**config.mk**
```make
export PLATFORM = sky130hd
export DESIGN_NAME = scrollback_ring_pointer_manager_core
export DESIGN_NICKNAME = d
export VERILOG_FILES = /design/src/hw/rtl/srpm_pkg.sv /design/src/hw/rtl/scrollback_ring_pointer_manager_core.sv /design/src/hw/rtl/srpm_ctrl.sv /design/src/hw/rtl/srpm_datapath.sv
export SDC_FILE = /design/constraint.sdc
export NUM_CORES = 1
export LEC_CHECK = 0
export ABC_AREA = 0
export BUFFER_PORTS_ARGS = -buffer_cell sky130_fd_sc_hd__buf_2
export CELL_PAD_IN_SITES_DETAIL_PLACEMENT = 0
export CELL_PAD_IN_SITES_GLOBAL_PLACEMENT = 1
export CORE_MARGIN = 2
export CORE_UTILIZATION = 51
export CTS_CLUSTER_DIAMETER = 200
export DETAILED_ROUTE_END_ITERATION = 6
export PLACE_DENSITY = 0.95
export SYNTH_ARGS = -nofsm -noshare
export SYNTH_HDL_FRONTEND = slang
export SYNTH_HIERARCHICAL = 1
export SYNTH_SLANG_ARGS = --single-unit
```
**constraint.sdc**
```tcl
create_clock -name clk -period 13.3 [get_ports clk]
set_clock_uncertainty 0.1 [all_clocks]
set_input_delay 2.66 -clock clk [delete_from_list [all_inputs] [get_ports clk]]
set_output_delay 2.66 -clock clk [all_outputs]
set_load 0.02 [all_outputs]
```
**src/hw/rtl/srpm_pkg.sv**
```systemverilog
// package for the scrollback ring pointer manager
// holds operation codes, register indexes and the controller/datapath structs
// no dependencies
package srpm_pkg;

	localparam int SRPM_RING_LINES_DEFAULT = 1024;

	localparam int CFG_IDX_W = 1;
	localparam logic [CFG_IDX_W-1:0] CFG_SCREEN_ROWS = 1'b0;
	localparam logic [CFG_IDX_W-1:0] CFG_SCREEN_COLS = 1'b1;

	localparam logic [9:0] SCREEN_ROWS_RESET = 10'd24;
	localparam logic [9:0] SCREEN_COLS_RESET = 10'd80;

	localparam logic [2:0] FUNC_MOVE_HEAD  = 3'd0;
	localparam logic [2:0] FUNC_ADJ_SCROLL = 3'd1;
	localparam logic [2:0] FUNC_CLR_SCROLL = 3'd2;
	localparam logic [2:0] FUNC_MAP_WR     = 3'd3;
	localparam logic [2:0] FUNC_MAP_VIS    = 3'd4;

	localparam logic KIND_CLEAR  = 1'b0;
	localparam logic KIND_STATUS = 1'b1;

	typedef struct packed {
		logic load;
		logic scroll_adj;
		logic scroll_clr;
		logic acc_bot;
		logic acc_map;
		logic acc_sub;
		logic step_up;
		logic step_down;
		logic emit_status;
	} srpm_cmd_t;

	typedef struct packed {
		logic [2:0] func;
		logic       delta_neg;
		logic       delta_zero;
		logic       acc_ge;
		logic       count_last;
		logic       head_eq_base;
	} srpm_stat_t;

endpackage

```
**src/hw/rtl/scrollback_ring_pointer_manager_core.sv**
```systemverilog
// after accept, scroll ops, unknown codes and zero moves go from decode straight to the status state
// mappings pass through modular reduction first, upward moves reduce and then step the head up
// downward moves step the head down, ending early when the head stops at base
// one item at a time, the next is taken at the edge that ends the status word cycle
// results are strobed for one cycle, the receiver cannot stall
// reset: head = base = 1, scroll = 0, screen 24 rows by 80 columns
module scrollback_ring_pointer_manager_core import srpm_pkg::*; #(
	parameter int RING_LINES = SRPM_RING_LINES_DEFAULT
) (
	input  logic                 clk,
	input  logic                 arst_n,
	input  logic                 start,
	output logic                 busy,
	input  logic [2:0]           func,
	input  logic signed [6:0]    delta,
	input  logic [9:0]           row,
	input  logic [9:0]           col,
	input  logic                 cfg_valid,
	output logic                 cfg_ready,
	input  logic [CFG_IDX_W-1:0] cfg_index,
	input  logic [9:0]           cfg_data,
	output logic                 result_valid,
	output logic                 kind,
	output logic [9:0]           line_index,
	output logic [9:0]           head_now,
	output logic [9:0]           base_now,
	output logic [9:0]           scroll_now,
	output logic [9:0]           history_count,
	output logic                 is_visible,
	output logic                 last
);

	srpm_cmd_t  cmd;
	srpm_stat_t stat;

	assign cfg_ready = 1'b1;

	srpm_ctrl u_ctrl (
		.clk    (clk),
		.arst_n (arst_n),
		.start  (start),
		.stat   (stat),
		.cmd    (cmd),
		.busy   (busy)
	);

	srpm_datapath #(
		.RING_LINES (RING_LINES)
	) u_dp (
		.clk           (clk),
		.arst_n        (arst_n),
		.cmd           (cmd),
		.stat          (stat),
		.func          (func),
		.delta         (delta),
		.row           (row),
		.col           (col),
		.cfg_we        (cfg_valid && cfg_ready),
		.cfg_index     (cfg_index),
		.cfg_data      (cfg_data),
		.result_valid  (result_valid),
		.kind          (kind),
		.line_index    (line_index),
		.head_now      (head_now),
		.base_now      (base_now),
		.scroll_now    (scroll_now),
		.history_count (history_count),
		.is_visible    (is_visible),
		.last          (last)
	);

endmodule

```
**src/hw/rtl/srpm_ctrl.sv**
```systemverilog
// controller state machine of the scrollback ring pointer manager
// sequences decode, modular reduction, head steps and status emission
// depends on srpm_pkg
module srpm_ctrl import srpm_pkg::*; (
	input  logic       clk,
	input  logic       arst_n,
	input  logic       start,
	input  srpm_stat_t stat,
	output srpm_cmd_t  cmd,
	output logic       busy
);

	localparam logic [2:0] ST_IDLE   = 3'd0;
	localparam logic [2:0] ST_DECODE = 3'd1;
	localparam logic [2:0] ST_REDUCE = 3'd2;
	localparam logic [2:0] ST_UP     = 3'd3;
	localparam logic [2:0] ST_DOWN   = 3'd4;
	localparam logic [2:0] ST_STATUS = 3'd5;

	logic [2:0] state_q;
	logic [2:0] state_d;

	always_ff @(posedge clk or negedge arst_n) begin
		if (!arst_n) begin
			state_q <= ST_IDLE;
		end else begin
			state_q <= state_d;
		end
	end

	always_comb begin
		cmd     = '0;
		state_d = state_q;
		case (state_q)
			ST_IDLE: begin
				if (start) begin
					cmd.load = 1'b1;
					state_d  = ST_DECODE;
				end
			end
			ST_DECODE: begin
				case (stat.func)
					FUNC_MOVE_HEAD: begin
						if (stat.delta_zero) begin
							state_d = ST_STATUS;
						end else if (stat.delta_neg) begin
							state_d = ST_DOWN;
						end else begin
							cmd.acc_bot = 1'b1;
							state_d     = ST_REDUCE;
						end
					end
					FUNC_ADJ_SCROLL: begin
						cmd.scroll_adj = 1'b1;
						state_d        = ST_STATUS;
					end
					FUNC_CLR_SCROLL: begin
						cmd.scroll_clr = 1'b1;
						state_d        = ST_STATUS;
					end
					FUNC_MAP_WR, FUNC_MAP_VIS: begin
						cmd.acc_map = 1'b1;
						state_d     = ST_REDUCE;
					end
					default: begin
						state_d = ST_STATUS;
					end
				endcase
			end
			ST_REDUCE: begin
				// one subtraction of the ring size per cycle
				if (stat.acc_ge) begin
					cmd.acc_sub = 1'b1;
				end else if (stat.func == FUNC_MOVE_HEAD) begin
					state_d = ST_UP;
				end else begin
					state_d = ST_STATUS;
				end
			end
			ST_UP: begin
				cmd.step_up = 1'b1;
				if (stat.count_last) begin
					state_d = ST_STATUS;
				end
			end
			ST_DOWN: begin
				if (stat.head_eq_base) begin
					state_d = ST_STATUS;
				end else begin
					cmd.step_down = 1'b1;
					if (stat.count_last) begin
						state_d = ST_STATUS;
					end
				end
			end
			ST_STATUS: begin
				cmd.emit_status = 1'b1;
				state_d         = ST_IDLE;
			end
			default: begin
				state_d = ST_IDLE;
			end
		endcase
	end

	assign busy = (state_q != ST_IDLE);

endmodule

```
**src/hw/rtl/srpm_datapath.sv**
```systemverilog
// datapath of the scrollback ring pointer manager
// pointer registers, reduction accumulator, step counter, config and result registers
// depends on srpm_pkg
module srpm_datapath import srpm_pkg::*; #(
	parameter int RING_LINES = SRPM_RING_LINES_DEFAULT
) (
	input  logic                 clk,
	input  logic                 arst_n,
	input  srpm_cmd_t            cmd,
	output srpm_stat_t           stat,
	input  logic [2:0]           func,
	input  logic signed [6:0]    delta,
	input  logic [9:0]           row,
	input  logic [9:0]           col,
	input  logic                 cfg_we,
	input  logic [CFG_IDX_W-1:0] cfg_index,
	input  logic [9:0]           cfg_data,
	output logic                 result_valid,
	output logic                 kind,
	output logic [9:0]           line_index,
	output logic [9:0]           head_now,
	output logic [9:0]           base_now,
	output logic [9:0]           scroll_now,
	output logic [9:0]           history_count,
	output logic                 is_visible,
	output logic                 last
);

	localparam int PW = $clog2(RING_LINES);
	localparam int RW = ((PW > 10) ? PW : 10) + 2;
	localparam logic [RW-1:0] RL_R   = RW'(RING_LINES);
	localparam logic [PW-1:0] RL_MAX = PW'(RING_LINES - 1);

	logic [PW-1:0]     head_q, base_q, scroll_q;
	logic [RW-1:0]     acc_q;
	logic [6:0]        cnt_q;
	logic [2:0]        func_q;
	logic signed [6:0] delta_q;
	logic [9:0]        row_q, col_q;
	logic [9:0]        rows_q, cols_q;

	function automatic logic [PW-1:0] inc_wrap(input logic [PW-1:0] p);
		return (p == RL_MAX) ? '0 : p + PW'(1);
	endfunction

	function automatic logic [PW-1:0] dec_wrap(input logic [PW-1:0] p);
		return (p == '0) ? RL_MAX : p - PW'(1);
	endfunction

	function automatic logic [PW-1:0] hist_of(input logic [PW-1:0] h, input logic [PW-1:0] b);
		logic [RW-1:0] d;
		d = RW'(h) - RW'(b) + ((h < b) ? RL_R : '0);
		return d[PW-1:0];
	endfunction

	function automatic logic [9:0] lo10(input logic [PW-1:0] p);
		logic [RW-1:0] w;
		w = RW'(p);
		return w[9:0];
	endfunction

	logic [PW-1:0]        hist;
	logic [9:0]           crow;
	logic signed [RW-1:0] s_sum;
	logic [PW-1:0]        s_new;
	logic [PW-1:0]        head_up, bot_up, base_up;
	logic                 hit;
	logic                 vis;
	logic [6:0]           delta_mag;

	assign hist = hist_of(head_q, base_q);

	// row clamp to the screen, zero rows gives row 0
	assign crow = (rows_q == 10'd0) ? 10'd0 :
		((row_q > rows_q - 10'd1) ? rows_q - 10'd1 : row_q);

	assign s_sum = signed'(RW'(scroll_q)) + signed'({{(RW-7){delta_q[6]}}, delta_q});

	always_comb begin
		if (s_sum[RW-1]) begin
			s_new = '0;
		end else if (unsigned'(s_sum) > RW'(hist)) begin
			s_new = hist;
		end else begin
			s_new = s_sum[PW-1:0];
		end
	end

	// acc holds the bottom line below the screen during an upward move
	assign head_up = inc_wrap(head_q);
	assign bot_up  = inc_wrap(acc_q[PW-1:0]);
	assign hit     = (bot_up == base_q);
	assign base_up = hit ? inc_wrap(base_q) : base_q;

	// unsigned visibility test written as col < cols and row + scroll < rows
	assign vis = (col_q < cols_q) && ((RW'(row_q) + RW'(scroll_q)) < RW'(rows_q));

	assign delta_mag = delta[6] ? (~delta + 7'd1) : delta;

	always_ff @(posedge clk or negedge arst_n) begin
		if (!arst_n) begin
			rows_q <= SCREEN_ROWS_RESET;
			cols_q <= SCREEN_COLS_RESET;
		end else if (cfg_we) begin
			case (cfg_index)
				CFG_SCREEN_ROWS: rows_q <= cfg_data;
				CFG_SCREEN_COLS: cols_q <= cfg_data;
				default: ;
			endcase
		end
	end

	always_ff @(posedge clk or negedge arst_n) begin
		if (!arst_n) begin
			head_q   <= PW'(1);
			base_q   <= PW'(1);
			scroll_q <= '0;
		end else begin
			if (cmd.scroll_adj) begin
				scroll_q <= s_new;
			end else if (cmd.scroll_clr) begin
				scroll_q <= '0;
			end
			if (cmd.step_up) begin
				head_q <= head_up;
				base_q <= base_up;
			end else if (cmd.step_down) begin
				head_q <= dec_wrap(head_q);
			end
		end
	end

	always_ff @(posedge clk) begin
		if (cmd.load) begin
			func_q  <= func;
			delta_q <= delta;
			row_q   <= row;
			col_q   <= col;
			cnt_q   <= delta_mag;
		end else if (cmd.step_up || cmd.step_down) begin
			cnt_q <= cnt_q - 7'd1;
		end
		if (cmd.acc_bot) begin
			acc_q <= RW'(head_q) + RW'(rows_q);
		end else if (cmd.acc_map) begin
			if (func_q == FUNC_MAP_VIS) begin
				acc_q <= RW'(head_q) + RL_R - RW'(scroll_q) + RW'(crow);
			end else begin
				acc_q <= RW'(head_q) + RW'(crow);
			end
		end else if (cmd.acc_sub) begin
			acc_q <= acc_q - RL_R;
		end else if (cmd.step_up) begin
			acc_q <= RW'(bot_up);
		end
	end

	always_ff @(posedge clk or negedge arst_n) begin
		if (!arst_n) begin
			result_valid <= 1'b0;
		end else begin
			result_valid <= (cmd.step_up && hit) || cmd.emit_status;
		end
	end

	always_ff @(posedge clk) begin
		if (cmd.step_up) begin
			kind          <= KIND_CLEAR;
			line_index    <= lo10(bot_up);
			head_now      <= lo10(head_up);
			base_now      <= lo10(base_up);
			scroll_now    <= lo10(scroll_q);
			history_count <= lo10(hist_of(head_up, base_up));
			is_visible    <= 1'b0;
			last          <= 1'b0;
		end else if (cmd.emit_status) begin
			kind          <= KIND_STATUS;
			line_index    <= (func_q inside {FUNC_MAP_WR, FUNC_MAP_VIS}) ? acc_q[9:0] : 10'd0;
			head_now      <= lo10(head_q);
			base_now      <= lo10(base_q);
			scroll_now    <= lo10(scroll_q);
			history_count <= lo10(hist);
			is_visible    <= (func_q == FUNC_MAP_VIS) ? vis : 1'b0;
			last          <= 1'b1;
		end
	end

	always_comb begin
		stat.func         = func_q;
		stat.delta_neg    = delta_q[6];
		stat.delta_zero   = (delta_q == 7'sd0);
		stat.acc_ge       = (acc_q >= RL_R);
		stat.count_last   = (cnt_q == 7'd1);
		stat.head_eq_base = (head_q == base_q);
	end

endmodule

```
==> impl_metrics.tcl, run 1 <==
set metrics [dict create \
    die_width_um 156 \
    postLayoutCellArea_um2 13200 \
    dr_total_vias 9857 \
    dominantRegCellSynth "sky130_fd_sc_hd__edfxtp_1" \
    globalRouteTotalUtil_pct 25.8 \
    hold_path.startpoint "u_dp/is_visible" \
    critical_path.cell_chain "nor3_1, nand2_1, nor2_1, xnor2_1, ha_1, a21o_1, a211oi_1, a21oi_2, buf_4, a211o_1, fa_1, inv_1, ha_1, a21oi_1, o211ai_1, o41ai_1, o21a_1, xor2_1, mux2i_1, a211oi_1, a21oi_1" \
    total_wire_length_um 30800 \
    tritoncts "built" \
    yosysUniqueCellTypes 83 \
    cts_made_buffers 17 \
    cp_data_arrival_time_ns 5.64 \
    fmaxAchievable_mhz 179 \
    fin_tns_setup_ns 0 \
    crit_path_top_delay_cell "sky130_fd_sc_hd__fa_1" \
    avgSynthCellArea_um2 9.45 \
    synth.most_common_cell "sky130_fd_sc_hd__ha_1" \
    timing_max_transition_violations_final 0 \
    yosys.area.top_type_share_pct 25.1 \
    post_cts_hold_buffer_count 0 \
    placement_cell_area_um2 12600 \
    outcome "finished clean" \
    cts.path.max_buffers 2 \
    dp_hpwl_um 23200 \
    hold_path_depth 2 \
    initialDrtViolationCount 888 \
    drv.max_cap_violation_count 0 \
    syn-num-nets 1432 \
    top_level_pins 101 \
    dieArea_um2 24500 \
    crit_buf_inv 2 \
    cts_resized 0 \
    hold_end "u_dp/is_visible" \
    hp-class "reg -> reg" \
    synth-edff-count 99 \
    num-nets-final 1515 \
    timing.critical_path.max_delay_family "compound AO/OA/AOI/OAI gates" \
    port_buffers 99 \
    worstMarginPinSlew_ns 1.11 \
    synthTopCellsByCount "sky130_fd_sc_hd__ha_1, sky130_fd_sc_hd__nand2_1, sky130_fd_sc_hd__inv_1, sky130_fd_sc_hd__edfxtp_1, sky130_fd_sc_hd__nor2_1" \
    setup_repair_after_global_routing_missed_its_margin "no" \
    asyncSetResetFlopFracSynth_pct 34.8 \
    worst_hold_slack_ns 0.379 \
    max_slew_margin_pct 25.8 \
    height_of_the_chip_um 156 \
    synthesis.yosys.warnings 6 \
    grt_antenna_before_repair 0 \
    grt_first_pass_wirelength_um 49000 \
    grt_pass1_vias 9221 \
    post_synth_main_area_contributors "sky130_fd_sc_hd__edfxtp_1, sky130_fd_sc_hd__ha_1, sky130_fd_sc_hd__dfrtp_1, sky130_fd_sc_hd__xnor2_1, sky130_fd_sc_hd__o21ai_0" \
    final_hold_viol_count 0 \
    cp-end-kind "flip-flop" \
    largest_net_degree_at_the_start_of_global_routing 66 \
    root_buffer "sky130_fd_sc_hd__clkbuf_16" \
    globalRoute.totalOverflow 0 \
    finalSetupViolCount 0 \
    worst_slack_ns 7.72 \
    post-route-min-period_ns 5.58 \
    synth_seq_cells 155 \
    clk_transition_reported_paths_ns 0.07 \
    synth.yosys.seq_area_share_pct 36.9 \
    floorplan.initialDensity_pct 52.2 \
    r2r_setup_slack_ns 7.72 \
    rr_endpoint "u_dp/acc_q[9]" \
    clock-sinks 155 \
    yosys.area.top_type "sky130_fd_sc_hd__edfxtp_1" \
    dr.pass1.iters 5 \
    cp-start-kind "flip-flop" \
    floorplan.core_area_um2 22700 \
    highest_net_fanout_along_the_worst_path 28 \
    crit_type "reg -> reg" \
    synthCells 1254 \
    layout-drive-gt1-share_pct 13.7 \
    via_per_inst 6.03 \
    r2r.worst_path.cells 21 \
    drt_drc_violations_left 0 \
    placementRows 55 \
    final_cycle_utilization_of_the_critical_path_pct 41.9 \
    routed_wirelength_normalized_by_instance_count_um 18.9 \
    place_congestion 0.924 \
    final_core_util_pct 58.1 \
    peakVddDrop_v 0.000164 \
    leakagePower_nw 5.51 \
    worst_ep_required_time_ns 13.37 \
    htree_levels 4 \
    dpl_worst_slack_ns 7.75 \
    timing.rr.start "u_dp/rows_q[2]" \
    syn-cell-area_um2 11800 \
    cts_setup_buffers 0 \
    cp_slowest_stage_delay_ns 0.48 \
    area_growth_pct 11.3 \
    clkLatencyLatePin_ns 0.43 \
    ant_nets 0 \
    power_per_cell_area_nw_per_um2 279 \
    antenna_cells_inserted 0 \
]
power breakdown:
group / internal [mW] / switching (mW)
Combinational: 0.931 / 1.33
Clock: 0.290 / 0.215
Sequential: 0.720 / 0.189
Total: 1.94 / 1.73
state kept, by name (all words and copies together), names as in the netlist:
name	flops
u_dp/acc_q	12
u_dp/base_now	10
u_dp/base_q	10
u_dp/col_q	10
u_dp/cols_q	10
u_dp/head_now	10
u_dp/head_q	10
u_dp/history_count	10
u_dp/line_index	10
u_dp/row_q	10
u_dp/rows_q	10
u_dp/scroll_now	10
u_dp/scroll_q	10
u_dp/cnt_q	7
u_dp/delta_q	7
u_ctrl/state_q	3
u_dp/func_q	3
u_dp/is_visible	1
u_dp/last	1
u_dp/result_valid	1
placed cells by master, fill, tap and decap left out, types with 4 or more instances in the layout:
| cell type | instances |
|---|---|
| sky130_fd_sc_hd__nor2_1 | 88 |
| sky130_fd_sc_hd__clkbuf_16 | 17 |
| sky130_fd_sc_hd__xor2_1 | 31 |
| sky130_fd_sc_hd__a211o_1 | 11 |
| sky130_fd_sc_hd__buf_2 | 99 |
| sky130_fd_sc_hd__nor3b_1 | 6 |
| sky130_fd_sc_hd__o21ai_1 | 9 |
| sky130_fd_sc_hd__nand3_1 | 35 |
| sky130_fd_sc_hd__mux2i_1 | 19 |
| sky130_fd_sc_hd__nand2_1 | 103 |
| sky130_fd_sc_hd__or3_1 | 12 |
| sky130_fd_sc_hd__ha_1 | 117 |
| sky130_fd_sc_hd__nor3_1 | 32 |
| sky130_fd_sc_hd__nand2b_1 | 9 |
| sky130_fd_sc_hd__dfstp_2 | 6 |
| sky130_fd_sc_hd__o41ai_1 | 5 |
| sky130_fd_sc_hd__or4_1 | 6 |
| sky130_fd_sc_hd__nand4_1 | 21 |
| sky130_fd_sc_hd__and2_1 | 5 |
| sky130_fd_sc_hd__nor4_1 | 5 |
| sky130_fd_sc_hd__o21bai_1 | 4 |
| sky130_fd_sc_hd__a31oi_1 | 13 |
| sky130_fd_sc_hd__a211oi_1 | 17 |
| sky130_fd_sc_hd__edfxtp_1 | 99 |
| sky130_fd_sc_hd__o21a_1 | 7 |
| sky130_fd_sc_hd__a21o_1 | 13 |
| sky130_fd_sc_hd__o211ai_1 | 9 |
| sky130_fd_sc_hd__fa_1 | 16 |
| sky130_fd_sc_hd__a21oi_1 | 76 |
| sky130_fd_sc_hd__o21ai_0 | 81 |
| sky130_fd_sc_hd__and3_1 | 9 |
| sky130_fd_sc_hd__buf_4 | 12 |
| sky130_fd_sc_hd__o31ai_1 | 7 |
| sky130_fd_sc_hd__nor2b_1 | 16 |
| sky130_fd_sc_hd__a221oi_1 | 13 |
| sky130_fd_sc_hd__mux2_2 | 12 |
| sky130_fd_sc_hd__inv_1 | 99 |
| sky130_fd_sc_hd__dfrtp_1 | 48 |
| sky130_fd_sc_hd__or2_2 | 5 |
| sky130_fd_sc_hd__xnor2_1 | 76 |
area by class of cell:
type	instances	area [µm²]
Sequential cell	155	4370
Inverter	101	379
Clock buffer	21	460
Timing Repair Buffer	111	586
Clock inverter	11	135
Multi-Input combinational cell	951	6900
Tap cell	285	357
Fill cell	1962	9520
worst reg2reg max path, cell delays in order, from the launching register on:
cell and delay, ns:
sky130_fd_sc_hd__dfrtp_1 0.42, sky130_fd_sc_hd__nor3_1 0.44, sky130_fd_sc_hd__nand2_1 0.17, sky130_fd_sc_hd__nor2_1 0.14, sky130_fd_sc_hd__xnor2_1 0.19, sky130_fd_sc_hd__ha_1 0.30, sky130_fd_sc_hd__a21o_1 0.17, sky130_fd_sc_hd__a211oi_1 0.31
sky130_fd_sc_hd__a21oi_2 0.09, sky130_fd_sc_hd__buf_4 0.23, sky130_fd_sc_hd__a211o_1 0.34, sky130_fd_sc_hd__fa_1 0.48, sky130_fd_sc_hd__inv_1 0.07, sky130_fd_sc_hd__ha_1 0.30, sky130_fd_sc_hd__a21oi_1 0.18, sky130_fd_sc_hd__o211ai_1 0.15
sky130_fd_sc_hd__o41ai_1 0.43, sky130_fd_sc_hd__o21a_1 0.23, sky130_fd_sc_hd__xor2_1 0.18, sky130_fd_sc_hd__mux2i_1 0.10, sky130_fd_sc_hd__a211oi_1 0.23, sky130_fd_sc_hd__a21oi_1 0.06
stage by stage:
step           power [mW]  instances
3_5_place_dp         3.12       1603
4_1_cts              3.65       1635
6_report             3.67       1635
5_1_grt              3.98       1635
2_1_floorplan        2.57       1254
3_3_place_gp         3.09       1603
worst max path at each step:
stage	from	end	slack, ns	depth (start not counted)
4_1_cts	u_dp/rows_q[2]	u_dp/acc_q[9]	7.71	21
6_report	u_dp/rows_q[2]	u_dp/acc_q[9]	7.72	21
3_3_place_gp	u_dp/rows_q[2]	u_dp/acc_q[9]	7.83	21
3_5_place_dp	u_dp/rows_q[2]	u_dp/acc_q[9]	7.75	21
2_1_floorplan	u_dp/rows_q[1]	u_dp/acc_q[9]	7.90	23
5_1_grt	u_dp/rows_q[1]	u_dp/acc_q[9]	7.26	23
kinds of logic after synthesis:
| family | synth area share (%) |
|---|---|
| buffers and inverters | 5.10 |
| multiplexers | 2.94 |
| adder cells (fa/ha/maj) | 15.1 |
| flip-flops | 36.9 |
| AO/OA/AOI/OAI | 16.1 |
| AND/OR/NAND/NOR | 15.9 |
| other | 0.0316 |
| XOR/XNOR | 7.91 |
metal layers:
| layer | vias up | GRT usage (%) | wire length, µm |
|---|---|---|---|
| li1 | 4729 | - | - |
| met1 | 4633 | 36.6 | 14000 |
| met2 | 450 | 40.7 | 13800 |
| met3 | 45 | 4.13 | 2260 |
| met4 | 0 | 7.99 | 778 |
| met5 | - | 0 | 0 |
Power figures use the tool's default switching activity.
==> inputs of run 2 (changes only) <==
--- a/config.mk
+++ b/config.mk
@@ -10,10 +10,10 @@
 export CELL_PAD_IN_SITES_DETAIL_PLACEMENT = 0
 export CELL_PAD_IN_SITES_GLOBAL_PLACEMENT = 1
 export CORE_MARGIN = 2
-export CORE_UTILIZATION = 51
+export CORE_UTILIZATION = 48
 export CTS_CLUSTER_DIAMETER = 200
 export DETAILED_ROUTE_END_ITERATION = 6
-export PLACE_DENSITY = 0.95
+export PLACE_DENSITY = 0.91
 export SYNTH_ARGS = -nofsm -noshare
 export SYNTH_HDL_FRONTEND = slang
 export SYNTH_HIERARCHICAL = 1
==> constraint.sdc (replaced) <==
create_clock -name clk -period 5.7 [get_ports clk]
set_clock_uncertainty 0.1 [all_clocks]
set_input_delay 1.14 -clock clk [delete_from_list [all_inputs] [get_ports clk]]
set_output_delay 1.14 -clock clk [all_outputs]
set_load 0.02 [all_outputs]
==> run 2 against run 1 <==
  * Wire length up 2.2%
  * Critical path depth stayed put
  * Count of clock-buffer cells in the layout up 1
  * Die area increased by 6.1%
  * Sequential power increased by 130%
  * Total power is 140% higher
  * Setup slack worse by 7.4 ns
  * Via count decreased by 0.21%
  * Largest cell class unchanged
==> impl_metrics.tcl, run 2 (synthesis gave the netlist of run 1 again) <==
set metrics [dict create \
    die_width_um 161 \
    hp-class "reg -> reg" \
    leakagePower_nw 5.54 \
    outcome "finished clean" \
    cp_slowest_stage_delay_ns 0.48 \
    tritoncts "built" \
    num-nets-final 1522 \
    via_per_inst 5.85 \
    peakVddDrop_v 0.000403 \
    routed_wirelength_normalized_by_instance_count_um 18.7 \
    drt_drc_violations_left 0 \
    clock-sinks 155 \
    mostFrequentLayoutCells "sky130_fd_sc_hd__ha_1, sky130_fd_sc_hd__nand2_1, sky130_fd_sc_hd__buf_2, sky130_fd_sc_hd__edfxtp_1, sky130_fd_sc_hd__inv_1" \
    htree_levels 4 \
    r2r_setup_slack_ns 0.33 \
    final_core_util_pct 54.9 \
    setup_repair_after_global_routing_missed_its_margin "no" \
    dr_total_vias 9836 \
    timing.critical_path.max_delay_family "compound AO/OA/AOI/OAI gates" \
    globalRouteTotalUtil_pct 24.2 \
    place_congestion 0.933 \
    timing.rr.start "u_dp/rows_q[2]" \
    hold_path.startpoint "u_dp/is_visible" \
    grt_first_pass_wirelength_um 49200 \
    crit_buf_inv 2 \
    area_growth_pct 12.3 \
    fmaxAchievable_mhz 186 \
    port_buffers 99 \
    hold_end "u_dp/is_visible" \
    largest_register_ff_count 12 \
    leading_cell_type_in_the_layout_fill_and_taps_excluded "sky130_fd_sc_hd__ha_1" \
    initialDrtViolationCount 842 \
    highest_net_fanout_along_the_worst_path 8 \
    floorplan.initialDensity_pct 48.9 \
    top_level_pins 101 \
    post-route-min-period_ns 5.37 \
    total_wire_length_um 31500 \
    placementRows 57 \
    antenna_cells_inserted 0 \
    worst_ep_required_time_ns 5.77 \
    cts_made_buffers 17 \
    grt_pass1_vias 9142 \
    grt_antenna_before_repair 1 \
    largest_net_degree_at_the_start_of_global_routing 63 \
    cp-start-kind "flip-flop" \
    critical_path.cell_chain "nor3_2, nand2_1, nor2_1, xnor2_1, ha_1, a21o_1, a211oi_1, a21oi_4, buf_4, a211o_1, fa_1, inv_1, fa_1, a21oi_2, o2111ai_1, a31o_2, a21oi_1, xnor2_1, o21ai_0, mux2i_1, o21ai_0" \
    timing.critical_path.from "u_dp/rows_q[2]" \
    rr_endpoint "u_dp/acc_q[10]" \
    crit_type "reg -> reg" \
    max_slew_margin_pct 20.2 \
    fin_tns_setup_ns 0 \
    final_hold_viol_count 0 \
    r2r.worst_path.cells 21 \
    timing_max_transition_violations_final 0 \
    worstMarginPinSlew_ns 1.19 \
    floorplan.core_area_um2 24200 \
    dr.pass1.iters 7 \
    cts.path.max_buffers 2 \
    clk_transition_reported_paths_ns 0.07 \
    hold_path_depth 2 \
    drv.max_cap_violation_count 0 \
    globalRoute.totalOverflow 0 \
    top_register "u_dp/acc_q" \
    cp-end-kind "flip-flop" \
    clkLatencyLatePin_ns 0.43 \
    layout-drive-gt1-share_pct 14.6 \
    cp_data_arrival_time_ns 5.44 \
    root_buffer "sky130_fd_sc_hd__clkbuf_16" \
    finalSetupViolCount 0 \
    final_cycle_utilization_of_the_critical_path_pct 94.2 \
    dieArea_um2 26000 \
    dp_hpwl_um 23600 \
    height_of_the_chip_um 161 \
    filler_cell_count 2199 \
    power_per_cell_area_nw_per_um2 655 \
    crit_path_top_delay_cell "sky130_fd_sc_hd__fa_1" \
    ant_nets 0 \
]
run 2: what timing repair did:
item,4_1_cts,5_1_grt
resized for setup,0,9
hold buffers,0,0
setup buffers,0,1
endpoints found under the setup margin,0,6
run 2: metal layers:
| metal | global-route usage [%] | part of all wire [%] | vias to the layer above |
|---|---|---|---|
| met4 | 7.35 | 2.5 | 0 |
| met5 | 0 | 0 | - |
| met1 | 34.1 | 46 | 4692 |
| met2 | 38.3 | 46 | 356 |
| li1 | - | - | 4733 |
| met3 | 4.13 | 6.2 | 55 |
run 2: where the power goes:
group	switching (mW)	internal, mW	leakage [nW]
logic	3.27	2.22	3.65
clock network	0.500	0.634	0.271
registers	0.412	1.68	1.62
total	4.19	4.54	5.54
run 2: worst max-delay path by stage:
stage | endpoint | slack [ns] | cells past startpoint
6_report | u_dp/acc_q[10] | 0.33 | 21
3_5_place_dp | u_dp/acc_q[9] | 0.22 | 21
3_3_place_gp | u_dp/acc_q[9] | 0.33 | 23
5_1_grt | u_dp/acc_q[10] | 0.004 | 24
2_1_floorplan | u_dp/acc_q[9] | 0.30 | 23
4_1_cts | u_dp/acc_q[9] | 0.18 | 23
run 2: stage by stage:
step	power (mW)	setup WS (ns)	cells	cell area, µm²	hold WS (ns)
2_1_floorplan	6.00	0.298	1254	11800	0.379
3_3_place_gp	7.30	0.331	1648	12700	0.360
3_5_place_dp	7.40	0.217	1648	12700	0.361
4_1_cts	8.59	0.182	1680	13300	0.386
5_1_grt	9.39	0.00384	1681	13300	0.400
6_report	8.72	0.331	1681	13300	0.381
run 2: final cells by class:
| class | instances | area, µm² | share of cell area, % |
|---|---|---|---|
| clock buffers | 22 | 464 | 3.49 |
| clock inverters | 10 | 108 | 0.808 |
| inverters | 101 | 379 | 2.85 |
| multi-input cells | 951 | 6940 | 52.1 |
| flip-flops and latches | 155 | 4370 | 32.8 |
| well taps | 324 | 405 | 3.05 |
| repair buffers | 118 | 642 | 4.82 |
run 2: worst reg2reg max path, stage by stage (launching register included):
cell	delay (ns)
sky130_fd_sc_hd__dfrtp_1	0.43
sky130_fd_sc_hd__nor3_2	0.32
sky130_fd_sc_hd__nand2_1	0.13
sky130_fd_sc_hd__nor2_1	0.14
sky130_fd_sc_hd__xnor2_1	0.20
sky130_fd_sc_hd__ha_1	0.31
sky130_fd_sc_hd__a21o_1	0.16
sky130_fd_sc_hd__a211oi_1	0.38
sky130_fd_sc_hd__a21oi_4	0.16
sky130_fd_sc_hd__buf_4	0.18
sky130_fd_sc_hd__a211o_1	0.31
sky130_fd_sc_hd__fa_1	0.48
sky130_fd_sc_hd__inv_1	0.07
sky130_fd_sc_hd__fa_1	0.48
sky130_fd_sc_hd__a21oi_2	0.21
sky130_fd_sc_hd__o2111ai_1	0.19
sky130_fd_sc_hd__a31o_2	0.27
sky130_fd_sc_hd__a21oi_1	0.17
sky130_fd_sc_hd__xnor2_1	0.12
sky130_fd_sc_hd__o21ai_0	0.09
sky130_fd_sc_hd__mux2i_1	0.13
sky130_fd_sc_hd__o21ai_0	0.10
